`src/rtl/sprite_part_to_oam_builder_macros.svh`:
```
// Assertion macros used by the list walker (spob_engine) of the sprite part to OAM builder.
// No dependencies; define ASSERT_OFF to compile the checks away.
`ifndef SPRITE_PART_TO_OAM_BUILDER_MACROS_SVH
`define SPRITE_PART_TO_OAM_BUILDER_MACROS_SVH
`ifndef ASSERT_OFF
// Checks that a property holds at every rising clock edge outside reset.
`define SPOB_ASSERT(lbl, clk, rst_n, prop) \
    lbl: assert property (@(posedge clk) disable iff (!rst_n) (prop)) \
        else $error("%m: check failed");
// Checks that a condition never occurs outside reset.
`define SPOB_NEVER(lbl, clk, rst_n, cond) \
    lbl: assert property (@(posedge clk) disable iff (!rst_n) !(cond)) \
        else $error("%m: forbidden condition seen");
`else
`define SPOB_ASSERT(lbl, clk, rst_n, prop)
`define SPOB_NEVER(lbl, clk, rst_n, cond)
`endif
`endif

```
`src/rtl/spob_pkg.sv`:
```
// Types and constants of the sprite part to OAM builder.
// Used by every module of the block; depends on nothing.
package spob_pkg;

    // Item kinds on the input side.
    localparam logic KIND_FRAME = 1'b0;
    localparam logic KIND_PART  = 1'b1;

    // Result kinds on the output side.
    localparam logic OUT_AFFINE = 1'b0;
    localparam logic OUT_OBJECT = 1'b1;

    // Header decoding.
    localparam logic [15:0] MARKER_HI     = 16'hFFFF;
    localparam logic [31:0] TERM_HEADER   = 32'd1;
    localparam int          AFFINE_EN_BIT = 8;
    localparam int          SNAP_SHIFT    = 25;

    // Screen clipping.
    localparam logic signed [16:0] X_MAX   = 17'sd256;
    localparam logic signed [16:0] Y_MAX   = 17'sd160;
    localparam logic signed [16:0] POS_MIN = -17'sd64;
    localparam logic [8:0]         X_HIDE  = 9'h180;

    localparam logic [15:0] ATTR2_MASK = 16'hF3FF;

    // List walking mode.
    typedef enum logic [1:0] {
        MODE_AFFINE = 2'd0,
        MODE_OBJECT = 2'd1,
        MODE_DONE   = 2'd2
    } t_mode;

    typedef struct packed {
        logic               kind;
        logic               first_of_sprite;
        logic [31:0]        header;
        logic [15:0]        word_a;
        logic signed [15:0] word_b;
        logic signed [15:0] word_c;
        logic [15:0]        word_d;
        logic signed [15:0] sprite_x;
        logic signed [15:0] sprite_y;
        logic [31:0]        sprite_attr01;
        logic [15:0]        sprite_attr2;
    } t_in_item;

    typedef struct packed {
        logic        out_kind;
        logic [31:0] attr01;
        logic [15:0] attr2;
        logic [15:0] aff_pa;
        logic [15:0] aff_pb;
        logic [15:0] aff_pc;
        logic [15:0] aff_pd;
        logic [6:0]  affine_slot;
    } t_out_item;

endpackage

```
`src/rtl/spob_in_reg.sv`:
```
// Input register stage of the sprite part to OAM builder.
// Depends on spob_pkg for the input item type.
module spob_in_reg (
    input  logic              i_clk,
    input  logic              i_rst_n,
    input  logic              i_valid,
    input  spob_pkg::t_in_item i_item,
    output logic              o_ready,
    input  logic              i_take,
    output logic              o_valid,
    output spob_pkg::t_in_item o_item
);

    logic               r_valid;
    spob_pkg::t_in_item r_item;

    // The register frees up when its item moves on in the same cycle.
    assign o_ready = !r_valid || i_take;

    always_ff @(posedge i_clk) begin
        if (!i_rst_n) begin
            r_valid <= 1'b0;
        end else if (o_ready) begin
            r_valid <= i_valid;
        end
    end

    // Payload needs no reset.
    always_ff @(posedge i_clk) begin
        if (o_ready && i_valid) begin
            r_item <= i_item;
        end
    end

    assign o_valid = r_valid;
    assign o_item  = r_item;

endmodule

```
`src/rtl/spob_engine.sv`:
```
// List walker of the sprite part to OAM builder: counters, mode and result logic.
// Depends on spob_pkg and the assertion macros header.
`include "sprite_part_to_oam_builder_macros.svh"
module spob_engine #(
    parameter int OAM_ENTRIES = 128
) (
    input  logic                i_clk,
    input  logic                i_rst_n,
    input  logic                i_valid,
    input  spob_pkg::t_in_item  i_item,
    input  logic                i_out_free,
    output logic                o_take,
    output logic                o_res_valid,
    output spob_pkg::t_out_item o_res
);

    localparam int CntW = $clog2(OAM_ENTRIES + 1);

    spob_pkg::t_mode r_mode, n_mode;
    logic [15:0]     r_left, n_left;
    logic [6:0]      r_counter, n_counter;
    logic [6:0]      r_snap, n_snap;
    logic [CntW-1:0] r_entry_count, n_entry_count;

    // Values after the start-of-sprite decode.
    spob_pkg::t_mode w_mode;
    logic [15:0]     w_left;
    logic [6:0]      w_snap;
    logic            w_marker;

    logic signed [16:0] w_x, w_y;
    logic               w_hide;
    logic [8:0]         w_x_bits;
    logic [31:0]        w_base;
    logic [31:0]        w_attr01;
    logic [15:0]        w_attr2;
    logic [15:0]        w_left_dec;

    assign o_take = i_valid && i_out_free;

    // Object position, clipping and attribute composition.
    always_comb begin
        w_x      = 17'(i_item.word_b) + 17'(i_item.sprite_x);
        w_y      = 17'(i_item.word_c) + 17'(i_item.sprite_y);
        w_hide   = (w_x > spob_pkg::X_MAX) || (w_x < spob_pkg::POS_MIN)
                || (w_y > spob_pkg::Y_MAX) || (w_y < spob_pkg::POS_MIN);
        w_x_bits = w_hide ? spob_pkg::X_HIDE : w_x[8:0];
        w_base   = i_item.sprite_attr01;
        if (i_item.header[spob_pkg::AFFINE_EN_BIT]) begin
            w_base = i_item.sprite_attr01 + (32'(w_snap) << spob_pkg::SNAP_SHIFT);
        end
        w_attr01 = (i_item.header + w_base) | {7'd0, w_x_bits, 8'd0, w_y[7:0]};
        w_attr2  = (i_item.word_a & spob_pkg::ATTR2_MASK) + i_item.sprite_attr2;
    end

    // Start of a sprite reloads the mode, the affine count and the snapshot.
    always_comb begin
        w_marker = i_item.header[31:16] == spob_pkg::MARKER_HI;
        w_mode   = r_mode;
        w_left   = r_left;
        w_snap   = r_snap;
        if (i_item.first_of_sprite) begin
            w_snap = r_counter;
            w_mode = spob_pkg::MODE_OBJECT;
            w_left = 16'd0;
            if (w_marker && (i_item.header[15:0] != 16'd0)) begin
                w_mode = spob_pkg::MODE_AFFINE;
                w_left = i_item.header[15:0];
            end
        end
        w_left_dec = w_left - 16'd1;
    end

    // Next state and result for the item in the input register.
    always_comb begin
        n_mode        = r_mode;
        n_left        = r_left;
        n_counter     = r_counter;
        n_snap        = r_snap;
        n_entry_count = r_entry_count;
        o_res_valid   = 1'b0;
        o_res         = '0;
        if (i_item.kind == spob_pkg::KIND_FRAME) begin
            n_mode        = spob_pkg::MODE_DONE;
            n_left        = 16'd0;
            n_counter     = 7'd0;
            n_entry_count = '0;
        end else begin
            n_snap = w_snap;
            n_mode = w_mode;
            n_left = w_left;
            unique case (w_mode)
                spob_pkg::MODE_AFFINE: begin
                    o_res_valid       = 1'b1;
                    o_res.out_kind    = spob_pkg::OUT_AFFINE;
                    o_res.aff_pa      = i_item.word_a;
                    o_res.aff_pb      = i_item.word_b;
                    o_res.aff_pc      = i_item.word_c;
                    o_res.aff_pd      = i_item.word_d;
                    o_res.affine_slot = r_counter;
                    n_counter         = r_counter + 7'd1;
                    n_left            = w_left_dec;
                    if (w_left_dec == 16'd0) begin
                        n_mode = spob_pkg::MODE_OBJECT;
                    end
                end
                spob_pkg::MODE_OBJECT: begin
                    if ((i_item.header == spob_pkg::TERM_HEADER)
                        || (r_entry_count >= CntW'(OAM_ENTRIES))) begin
                        n_mode = spob_pkg::MODE_DONE;
                    end else begin
                        o_res_valid    = 1'b1;
                        o_res.out_kind = spob_pkg::OUT_OBJECT;
                        o_res.attr01   = w_attr01;
                        o_res.attr2    = w_attr2;
                        n_entry_count  = r_entry_count + CntW'(1);
                    end
                end
                default: begin
                    // List is finished: the item is dropped.
                end
            endcase
        end
        // Only a valid item in the input register changes anything.
        if (!i_valid) begin
            o_res_valid = 1'b0;
        end
    end

    // State update when the item leaves the input register.
    always_ff @(posedge i_clk) begin
        if (!i_rst_n) begin
            r_mode        <= spob_pkg::MODE_DONE;
            r_left        <= 16'd0;
            r_counter     <= 7'd0;
            r_snap        <= 7'd0;
            r_entry_count <= '0;
        end else if (o_take) begin
            r_mode        <= n_mode;
            r_left        <= n_left;
            r_counter     <= n_counter;
            r_snap        <= n_snap;
            r_entry_count <= n_entry_count;
        end
    end

    // An object entry is only produced while the table has room.
    `SPOB_ASSERT(a_room_for_entry, i_clk, i_rst_n,
        (o_take && o_res_valid && (o_res.out_kind == spob_pkg::OUT_OBJECT))
        |-> (r_entry_count < CntW'(OAM_ENTRIES)))
    // A frame start leaves cleared counters and a finished list behind.
    `SPOB_ASSERT(a_frame_clears, i_clk, i_rst_n,
        (o_take && (i_item.kind == spob_pkg::KIND_FRAME))
        |=> ((r_entry_count == '0) && (r_counter == 7'd0)
            && (r_mode == spob_pkg::MODE_DONE)))
    // Each affine group moves the slot counter on by exactly one.
    `SPOB_ASSERT(a_slot_advance, i_clk, i_rst_n,
        (o_take && o_res_valid && (o_res.out_kind == spob_pkg::OUT_AFFINE))
        |=> (r_counter == ($past(r_counter) + 7'd1)))
    // The affine mode is never left with a zero remaining count.
    `SPOB_NEVER(a_affine_count, i_clk, i_rst_n,
        (r_mode == spob_pkg::MODE_AFFINE) && (r_left == 16'd0))

endmodule

```
`src/rtl/spob_out_reg.sv`:
```
// Result register stage of the sprite part to OAM builder.
// Depends on spob_pkg for the result item type.
module spob_out_reg (
    input  logic                i_clk,
    input  logic                i_rst_n,
    input  logic                i_load,
    input  spob_pkg::t_out_item i_res,
    output logic                o_free,
    output logic                o_valid,
    output spob_pkg::t_out_item o_res,
    input  logic                i_ready
);

    logic                r_valid;
    spob_pkg::t_out_item r_res;

    // Room for a new result when empty or when the held one is taken now.
    assign o_free = !r_valid || i_ready;

    always_ff @(posedge i_clk) begin
        if (!i_rst_n) begin
            r_valid <= 1'b0;
        end else if (i_load) begin
            r_valid <= 1'b1;
        end else if (i_ready) begin
            r_valid <= 1'b0;
        end
    end

    always_ff @(posedge i_clk) begin
        if (i_load) begin
            r_res <= i_res;
        end
    end

    assign o_valid = r_valid;
    assign o_res   = r_res;

endmodule

```
`src/rtl/sprite_part_to_oam_builder.sv`:
```
// Sprite part to OAM builder, top level: input register, list walker, result register.
// An accepted item is registered in the input register, and its result, if any, in the result register.
// Throughput: one item per cycle; the input register drains into the result
// register whenever that register is empty or being read in the same cycle.
// Reset (synchronous, active low) empties both registers and sets the list done
// with all counters zero. Depends on spob_pkg, spob_in_reg, spob_engine, spob_out_reg.
module sprite_part_to_oam_builder #(
    parameter int OAM_ENTRIES = 128
) (
    input  logic                i_clk,
    input  logic                i_rst_n,
    input  logic                i_in_valid,
    input  spob_pkg::t_in_item  i_in_data,
    output logic                o_in_ready,
    output logic                o_out_valid,
    output spob_pkg::t_out_item o_out_data,
    input  logic                i_out_ready
);

    logic                w_stage_valid;
    spob_pkg::t_in_item  w_stage_item;
    logic                w_take;
    logic                w_out_free;
    logic                w_res_valid;
    spob_pkg::t_out_item w_res;

    // Input register.
    spob_in_reg u_in_reg (
        .i_clk   (i_clk),
        .i_rst_n (i_rst_n),
        .i_valid (i_in_valid),
        .i_item  (i_in_data),
        .o_ready (o_in_ready),
        .i_take  (w_take),
        .o_valid (w_stage_valid),
        .o_item  (w_stage_item)
    );

    // List walker and result composition.
    spob_engine #(
        .OAM_ENTRIES (OAM_ENTRIES)
    ) u_engine (
        .i_clk       (i_clk),
        .i_rst_n     (i_rst_n),
        .i_valid     (w_stage_valid),
        .i_item      (w_stage_item),
        .i_out_free  (w_out_free),
        .o_take      (w_take),
        .o_res_valid (w_res_valid),
        .o_res       (w_res)
    );

    // Result register.
    spob_out_reg u_out_reg (
        .i_clk   (i_clk),
        .i_rst_n (i_rst_n),
        .i_load  (w_take && w_res_valid),
        .i_res   (w_res),
        .o_free  (w_out_free),
        .o_valid (o_out_valid),
        .o_res   (o_out_data),
        .i_ready (i_out_ready)
    );

endmodule

```
`config.mk`:
```
export PLATFORM = sky130hd
export DESIGN_NAME = sprite_part_to_oam_builder
export DESIGN_NICKNAME = d
export VERILOG_FILES = /design/src/rtl/spob_pkg.sv /design/src/rtl/spob_in_reg.sv /design/src/rtl/spob_engine.sv /design/src/rtl/spob_out_reg.sv /design/src/rtl/sprite_part_to_oam_builder.sv
export VERILOG_INCLUDE_DIRS = /design/src /design/src/rtl
export SDC_FILE = /design/constraint.sdc
export NUM_CORES = 1
export LEC_CHECK = 0
export BUFFER_PORTS_ARGS = -buffer_cell sky130_fd_sc_hd__buf_2
export CORE_ASPECT_RATIO = 0.7
export CORE_MARGIN = 4
export CORE_UTILIZATION = 35
export DETAILED_ROUTE_END_ITERATION = 10
export GPL_TIMING_DRIVEN = 0
export PLACE_DENSITY = 0.57
export SLEW_MARGIN = 20
export SYNTH_ARGS = -nofsm -noshare
export SYNTH_HDL_FRONTEND = slang
export SYNTH_SLANG_ARGS = --single-unit
```
`constraint.sdc`:
```
create_clock -name i_clk -period 11.4 [get_ports i_clk]
set_input_delay 1.14 -clock i_clk [delete_from_list [all_inputs] [get_ports i_clk]]
set_output_delay 1.14 -clock i_clk [all_outputs]
set_load 0.02 [all_outputs]
```
Word-level counts from Yosys, hierarchy flattened
Cells that the tools add are included.
Operators by class
  multiply operators: 0
  bitwise gates (word level): 3
  $add $sub $neg: 8
  divide/modulo/power cells: 0
  reductions and logical operators: 22
  order comparisons: 5
  shift-type cells: 0
  mux-type cells: 25
  eq/ne operators: 6
Operators by type and width (count)
  adder 32 bit: 2
  2-to-1 mux 16 bit: 4
  2-to-1 mux 49 bit: 1
  adder 16 x 16 -> 17 bit: 2
  less-than comparator 17 x 7 -> 1 bit, second input constant: 2
  == test 32 x 1 -> 1 bit, second input constant: 1
  2-to-1 mux 32 bit: 1
  OR 32 x 25 -> 32 bit: 1
  2-to-1 mux 8 bit: 3
  2-to-1 mux 7 bit: 3
  greater-than comparator 17 x 10 -> 1 bit, second input constant: 1
  greater-than comparator 17 x 9 -> 1 bit, second input constant: 1
  adder 16 bit: 1
  == test 16 bit, second input constant: 1
  zero test 16 bit: 1
  nonzero test 16 bit: 1
  subtractor 16 x 1 -> 16 bit, second input constant: 1
  2-to-1 mux 9 bit: 1
  adder 8 x 1 -> 8 bit, second input constant: 1
  >= comparator 8 bit, second input constant: 1
  2-to-1 mux 2 bit: 4
  AND reduction 2 bit: 4
  adder 7 x 1 -> 7 bit, second input constant: 1
  logical OR 1 bit: 6
  other kinds (13): 24
Storage, ports and cells
  word-level logic and storage cells: 95
  RAM bits: 0
  latch bits: 0
  output and inout port bits: 122
  memories kept: 0
  bits of input ports: 182
  ROM bits: 0
  register bits: 340

Logic depth before layout (Yosys ltp)
  depth after elaboration: 10
  gate-level depth with buffers: 18
  depth with buffers taken out: 14

By module
Synthesis repeated with hierarchy kept, for this count alone.
Unflattened totals
  cell total of the unflattened synthesis: 1328
  area, all modules: 16577.1 um^2
By module, submodules not included
  spob_engine: instances 1, seq. area each 800.8 um^2, area each 7516.0 um^2, cells an instance 1020
  spob_in_reg: instances 1, seq. area each 5365.1 um^2, area each 5402.7 um^2, cells an instance 183
  spob_out_reg: instances 1, seq. area each 3623.5 um^2, area each 3652.3 um^2, cells an instance 124
  sprite_part_to_oam_builder: instances 1, seq. area each 0.0 um^2, area each 6.3 um^2, cells an instance 1

Worst setup path before layout
Ideal clock, no wire load.
  path type: register to register
  start: register u_in_reg.r_item, in the netlist u_in_reg.o_item[176]
  end: register u_engine.r_mode[1]
  setup slack: 2740 ps
  library setup time: 404 ps
  arrival: 8257 ps
  buffers on the path: 5
  required time: 10996 ps
  stages on the path, launching flop included: 9
  period minus slack after synthesis: 8660 ps
  path through: edfxtp_1 > clkbuf_1 > clkbuf_1 > clkbuf_1 > buf_1 > buf_1 > o21ai_0 > a21oi_1 > o21ai_0
On the way
  longest elaborated chain between the ends: 6
  elaborated cells on any way between the ends: 10
  those cells by class: add/sub: 1; eq/ne: 1; mux: 6; reduce/logical: 2
RTL lines
  start: declaration: line spob_in_reg.sv:15  | spob_pkg::t_in_item r_item;
  start signal: assignment: line spob_in_reg.sv:31  | r_item <= i_item;
  2-to-1 mux 16 bit: line spob_engine.sv:62  | if (i_item.first_of_sprite) begin
  subtractor 16 x 1 -> 16 bit: line spob_engine.sv:71  | w_left_dec = w_left - 16'd1;
  zero test 16 bit: line spob_engine.sv:103  | if (w_left_dec == 16'd0) begin
  2-to-1 mux 2 bit: line spob_engine.sv:103
  case mux 2 bit (2 select lines) *: line spob_engine.sv:92  | unique case (w_mode)
  2-to-1 mux 2 bit *: line spob_engine.sv:83  | if (i_item.kind == spob_pkg::KIND_FRAME) begin
  end signal: assignment: line spob_engine.sv:133  | r_mode <= spob_pkg::MODE_DONE;
  end signal: assignment: line spob_engine.sv:139  | r_mode <= n_mode;
  end: declaration: line spob_engine.sv:19  | spob_pkg::t_mode r_mode, n_mode;
Mark *: on every way between the ends. The rest lies on a longest branch, timed or not.
A chain may end at the register's enable or synchronous reset.

Worst setup path in the final report
  start: register u_in_reg.r_item, in the netlist u_in_reg.o_item[176]
  end: register u_out_reg.r_res, in the netlist u_out_reg.o_res[118], data pin
On the way
  longest elaborated chain between the ends: 5
  elaborated cells on any way between the ends: 9
  those cells by class: add/sub: 2; eq/ne: 1; mux: 3; bitwise: 2; reduce/logical: 1
RTL lines
  2-to-1 mux 7 bit: line spob_engine.sv:62
  named net u_engine.w_snap[0]: line spob_engine.sv:28  | logic [6:0] w_snap;
  adder 32 bit: line spob_engine.sv:50  | w_base = i_item.sprite_attr01 + (32'(w_snap) << spob_pkg::SNAP_SHIFT);
  2-to-1 mux 32 bit: line spob_engine.sv:49  | if (i_item.header[spob_pkg::AFFINE_EN_BIT]) begin
  adder 32 bit: line spob_engine.sv:52  | w_attr01 = (i_item.header + w_base) | {7'd0, w_x_bits, 8'd0, w_y[7:0]};
  OR 32 x 25 -> 32 bit: line spob_engine.sv:52
  end signal: assignment: line spob_out_reg.sv:32  | r_res <= i_res;
  end: declaration: line spob_out_reg.sv:15  | spob_pkg::t_out_item r_res;
The timed path passes the listed nets, and every way through them passes these cells.

==> metrics <==
status complete, no violations; CTS Buf Count 38; Slew Viols, Final 0; total track usage 18.62%; Post-CTS Resized 0; RSZ-0062 raised after global routing no; metal1 wirelength 24200 um; drt initial violations 1142; Syn Nets 1642; fin cells 2360; H-tree depth 2; port buffer count 303; Max-cap violations 0; clk slew on worst S/H paths 0.06 ns; Die Wd 269.1 um; final setup violation count 0; highest routed layer met5; Setup TNS 0 ns; CTS sink cnt 340; I/O Pins 304; hold slack 0.4695 ns; met3 WL 4372 um; first-pass GRT wire length 73770 um; worst-margin pin slew 1.088 ns; Post-CTS Setup Bufs 0; antenna violations before repair 9; routed via count 12640; storage element area 9789 um2; hold_buf cts 0; CORE AREA 46820 um2; Routed met2 length 20050 um; Post-Syn Area 16700 um2; Root Buffer clkbuf_16; Async S/R FF share, synth 0%; power density cells 149.2 nW/um2; FF+latch count, synth 340; number of flops mapped to enable cells by yosys 298; layout cells sized above 1 23.51%; nature of the critical path startpoint flip-flop; Seq/Total Area, Yosys 58.61%; largest net degree at the start of global routing 48; worst min path class reg -> reg; synthesis warning total 0; post-route cell area 20500 um2; maximum vdd ir drop 0.00007384 V; worst skew pair latency 0.54 ns; area of the multi-input gates 6633 um2; fin crit share 52.75%; Mapped Cells 1368; Pleak 8.127 nW; die height 190.8 um; Post-DRT Antenna Nets 0; DR vias/cell 5.356; average cell area after synthesis 12.21 um2; nets@finish 1996; CP Class reg -> reg; P&R area growth vs syn 22.74%; vias in the first global route 12320; Worst Skew 0.02661 ns; cell row count 66; Yosys cell types 78; placed cell count 2294; Max Freq 166.3 MHz; Initial Util 35.67%; ant diodes 0; DR pass1 iterations 5; placed inst area 19290 um2; DR WL/cell 21.08 um; Relative slew margins 27.49%; Total Routed Length 49760 um; final hold vios 0; global route total overflow 0; worst-path fanout max 10; Fill cells 4407; CP arrival 6.29 ns; total power 3.058 mW; Period minus WS final 6.013 ns; Final GP Congestion 0.9278; die area 51340 um2; CTS tree done; drt drc 0; CP Capture Type flip-flop; Max Root-Sink Buffers 3; ys flop type edfxtp_1; DPL Wire Length 37950 um; Worst EP required 11.68 ns
## metal layers
layer / track usage [%] / vias to the layer above
met5: 0 / -
li1: - / 5918
met1: 27.79 / 6131
met3: 5.509 / 80
met4: 4.284 / 12
met2: 26.55 / 500
## final cells by class
class	count	area share, %
sequential	340	47.75
multi-input combinational	952	32.35
timing repair buffer	314	8.800
clock buffer	49	4.943
tap	612	3.735
clock inverter	17	0.9825
buffer	44	0.8544
inverter	32	0.5859
## sequential cells by signal (all words and copies together), names as in the netlist, 2 cells and up
| signal | flops |
|---|---|
| u_out_reg.o_res | 120 |
| u_engine.r_snap | 7 |
| u_engine.r_entry_count | 8 |
| u_engine.r_counter | 7 |
| u_engine.r_mode | 2 |
| u_in_reg.o_item | 178 |
| u_engine.r_left | 16 |
## cells in the mapped netlist (12+ instances only)
master / instances / area (um2)
a21oi_1: 66 / 330.3
nor2b_1: 29 / 181.4
a21boi_0: 14 / 105.1
o21a_1: 24 / 180.2
or3_1: 12 / 75.07
nand3_1: 26 / 130.1
o21bai_1: 13 / 97.59
nor2_1: 100 / 375.4
nand4_1: 12 / 75.07
clkbuf_1: 32 / 120.1
ha_1: 87 / 1089
edfxtp_1: 298 / 8949
inv_1: 32 / 120.1
dfxtp_1: 42 / 840.8
nand2_1: 75 / 281.5
and3_1: 82 / 513.0
xnor2_1: 53 / 464.2
nor4_1: 15 / 93.84
xor2_1: 41 / 359.1
a31oi_1: 13 / 81.33
a21o_1: 35 / 262.8
o21ai_0: 46 / 230.2
mux2_2: 13 / 146.4
nor3_1: 43 / 215.2
## worst max-delay path, stage by stage, from the launching register on
cell and delay (ns):
edfxtp_1 0.32, clkbuf_1 0.44, clkbuf_1 0.49, clkbuf_1 0.49, buf_1 0.55, buf_1 0.48
mux2_2 0.45, ha_1 0.24, fa_1 0.41, a21o_1 0.20, a21oi_1 0.24, xnor2_1 0.09
mux2_2 0.27, ha_1 0.31, inv_1 0.06, o21bai_1 0.24, a21oi_1 0.14, o2111ai_1 0.10
a21bo_2 0.24
## through the flow
stage,util [%],setup WS (ns)
after detailed placement,41.19,5.547
after global placement,40.55,-2.500
after CTS,43.79,5.525
after global routing,43.79,5.075
final,43.79,5.387
after floorplan,-,2.740
## logic make-up (layout without fill, tap and decap cells)
| family | count (synthesis) | count (layout) | synth area share [%] |
|---|---|---|---|
| and+or+nand+nor | 436 | 436 | 13.51 |
| muxes | 20 | 20 | 1.296 |
| buffers and inverters | 76 | 456 | 1.768 |
| adders and majority gates | 92 | 92 | 7.116 |
| DFF | 340 | 340 | 58.61 |
| xor gates and xnor gates | 94 | 94 | 4.929 |
| AOI/OAI and AO/OA | 310 | 310 | 12.77 |
## power by group
group | total [mW] | leakage, nW | internal [mW] | switching [mW]
combinational | 0.392 | 4.41 | 0.160 | 0.233
sequential | 1.44 | 3.12 | 1.41 | 0.0288
clock | 1.23 | 0.595 | 0.721 | 0.508
## cell usage in the layout, fill, tap and decap left out, drive strengths merged, types with 26 or more instances in the layout
master  Yosys  routed
clkbuf     32      81
nand3      26      26
nor3       43      43
edfxtp    298     298
buf        12     326
ha         87      87
nand2      75      75
a21oi      66      66
nor2      100     100
inv        32      34
xor2       41      41
a21o       35      35
o21ai      48      48
xnor2      53      53
and3       82      82
dfxtp      42      42
nor2b      29      29
## worst paths after layout
check	from	endpoint	slack, ns	depth (start not counted)
setup / recovery	u_in_reg.o_item[176]	u_out_reg.o_res[118]	5.39	18
hold / removal	u_engine.r_snap[5]	u_engine.r_snap[5]	0.47	2
hold reg to reg	u_engine.r_snap[5]	u_engine.r_snap[5]	0.47	2
setup reg to reg	u_in_reg.o_item[176]	u_out_reg.o_res[118]	5.39	18
Note: power is estimated with default switching activity, not from simulation.
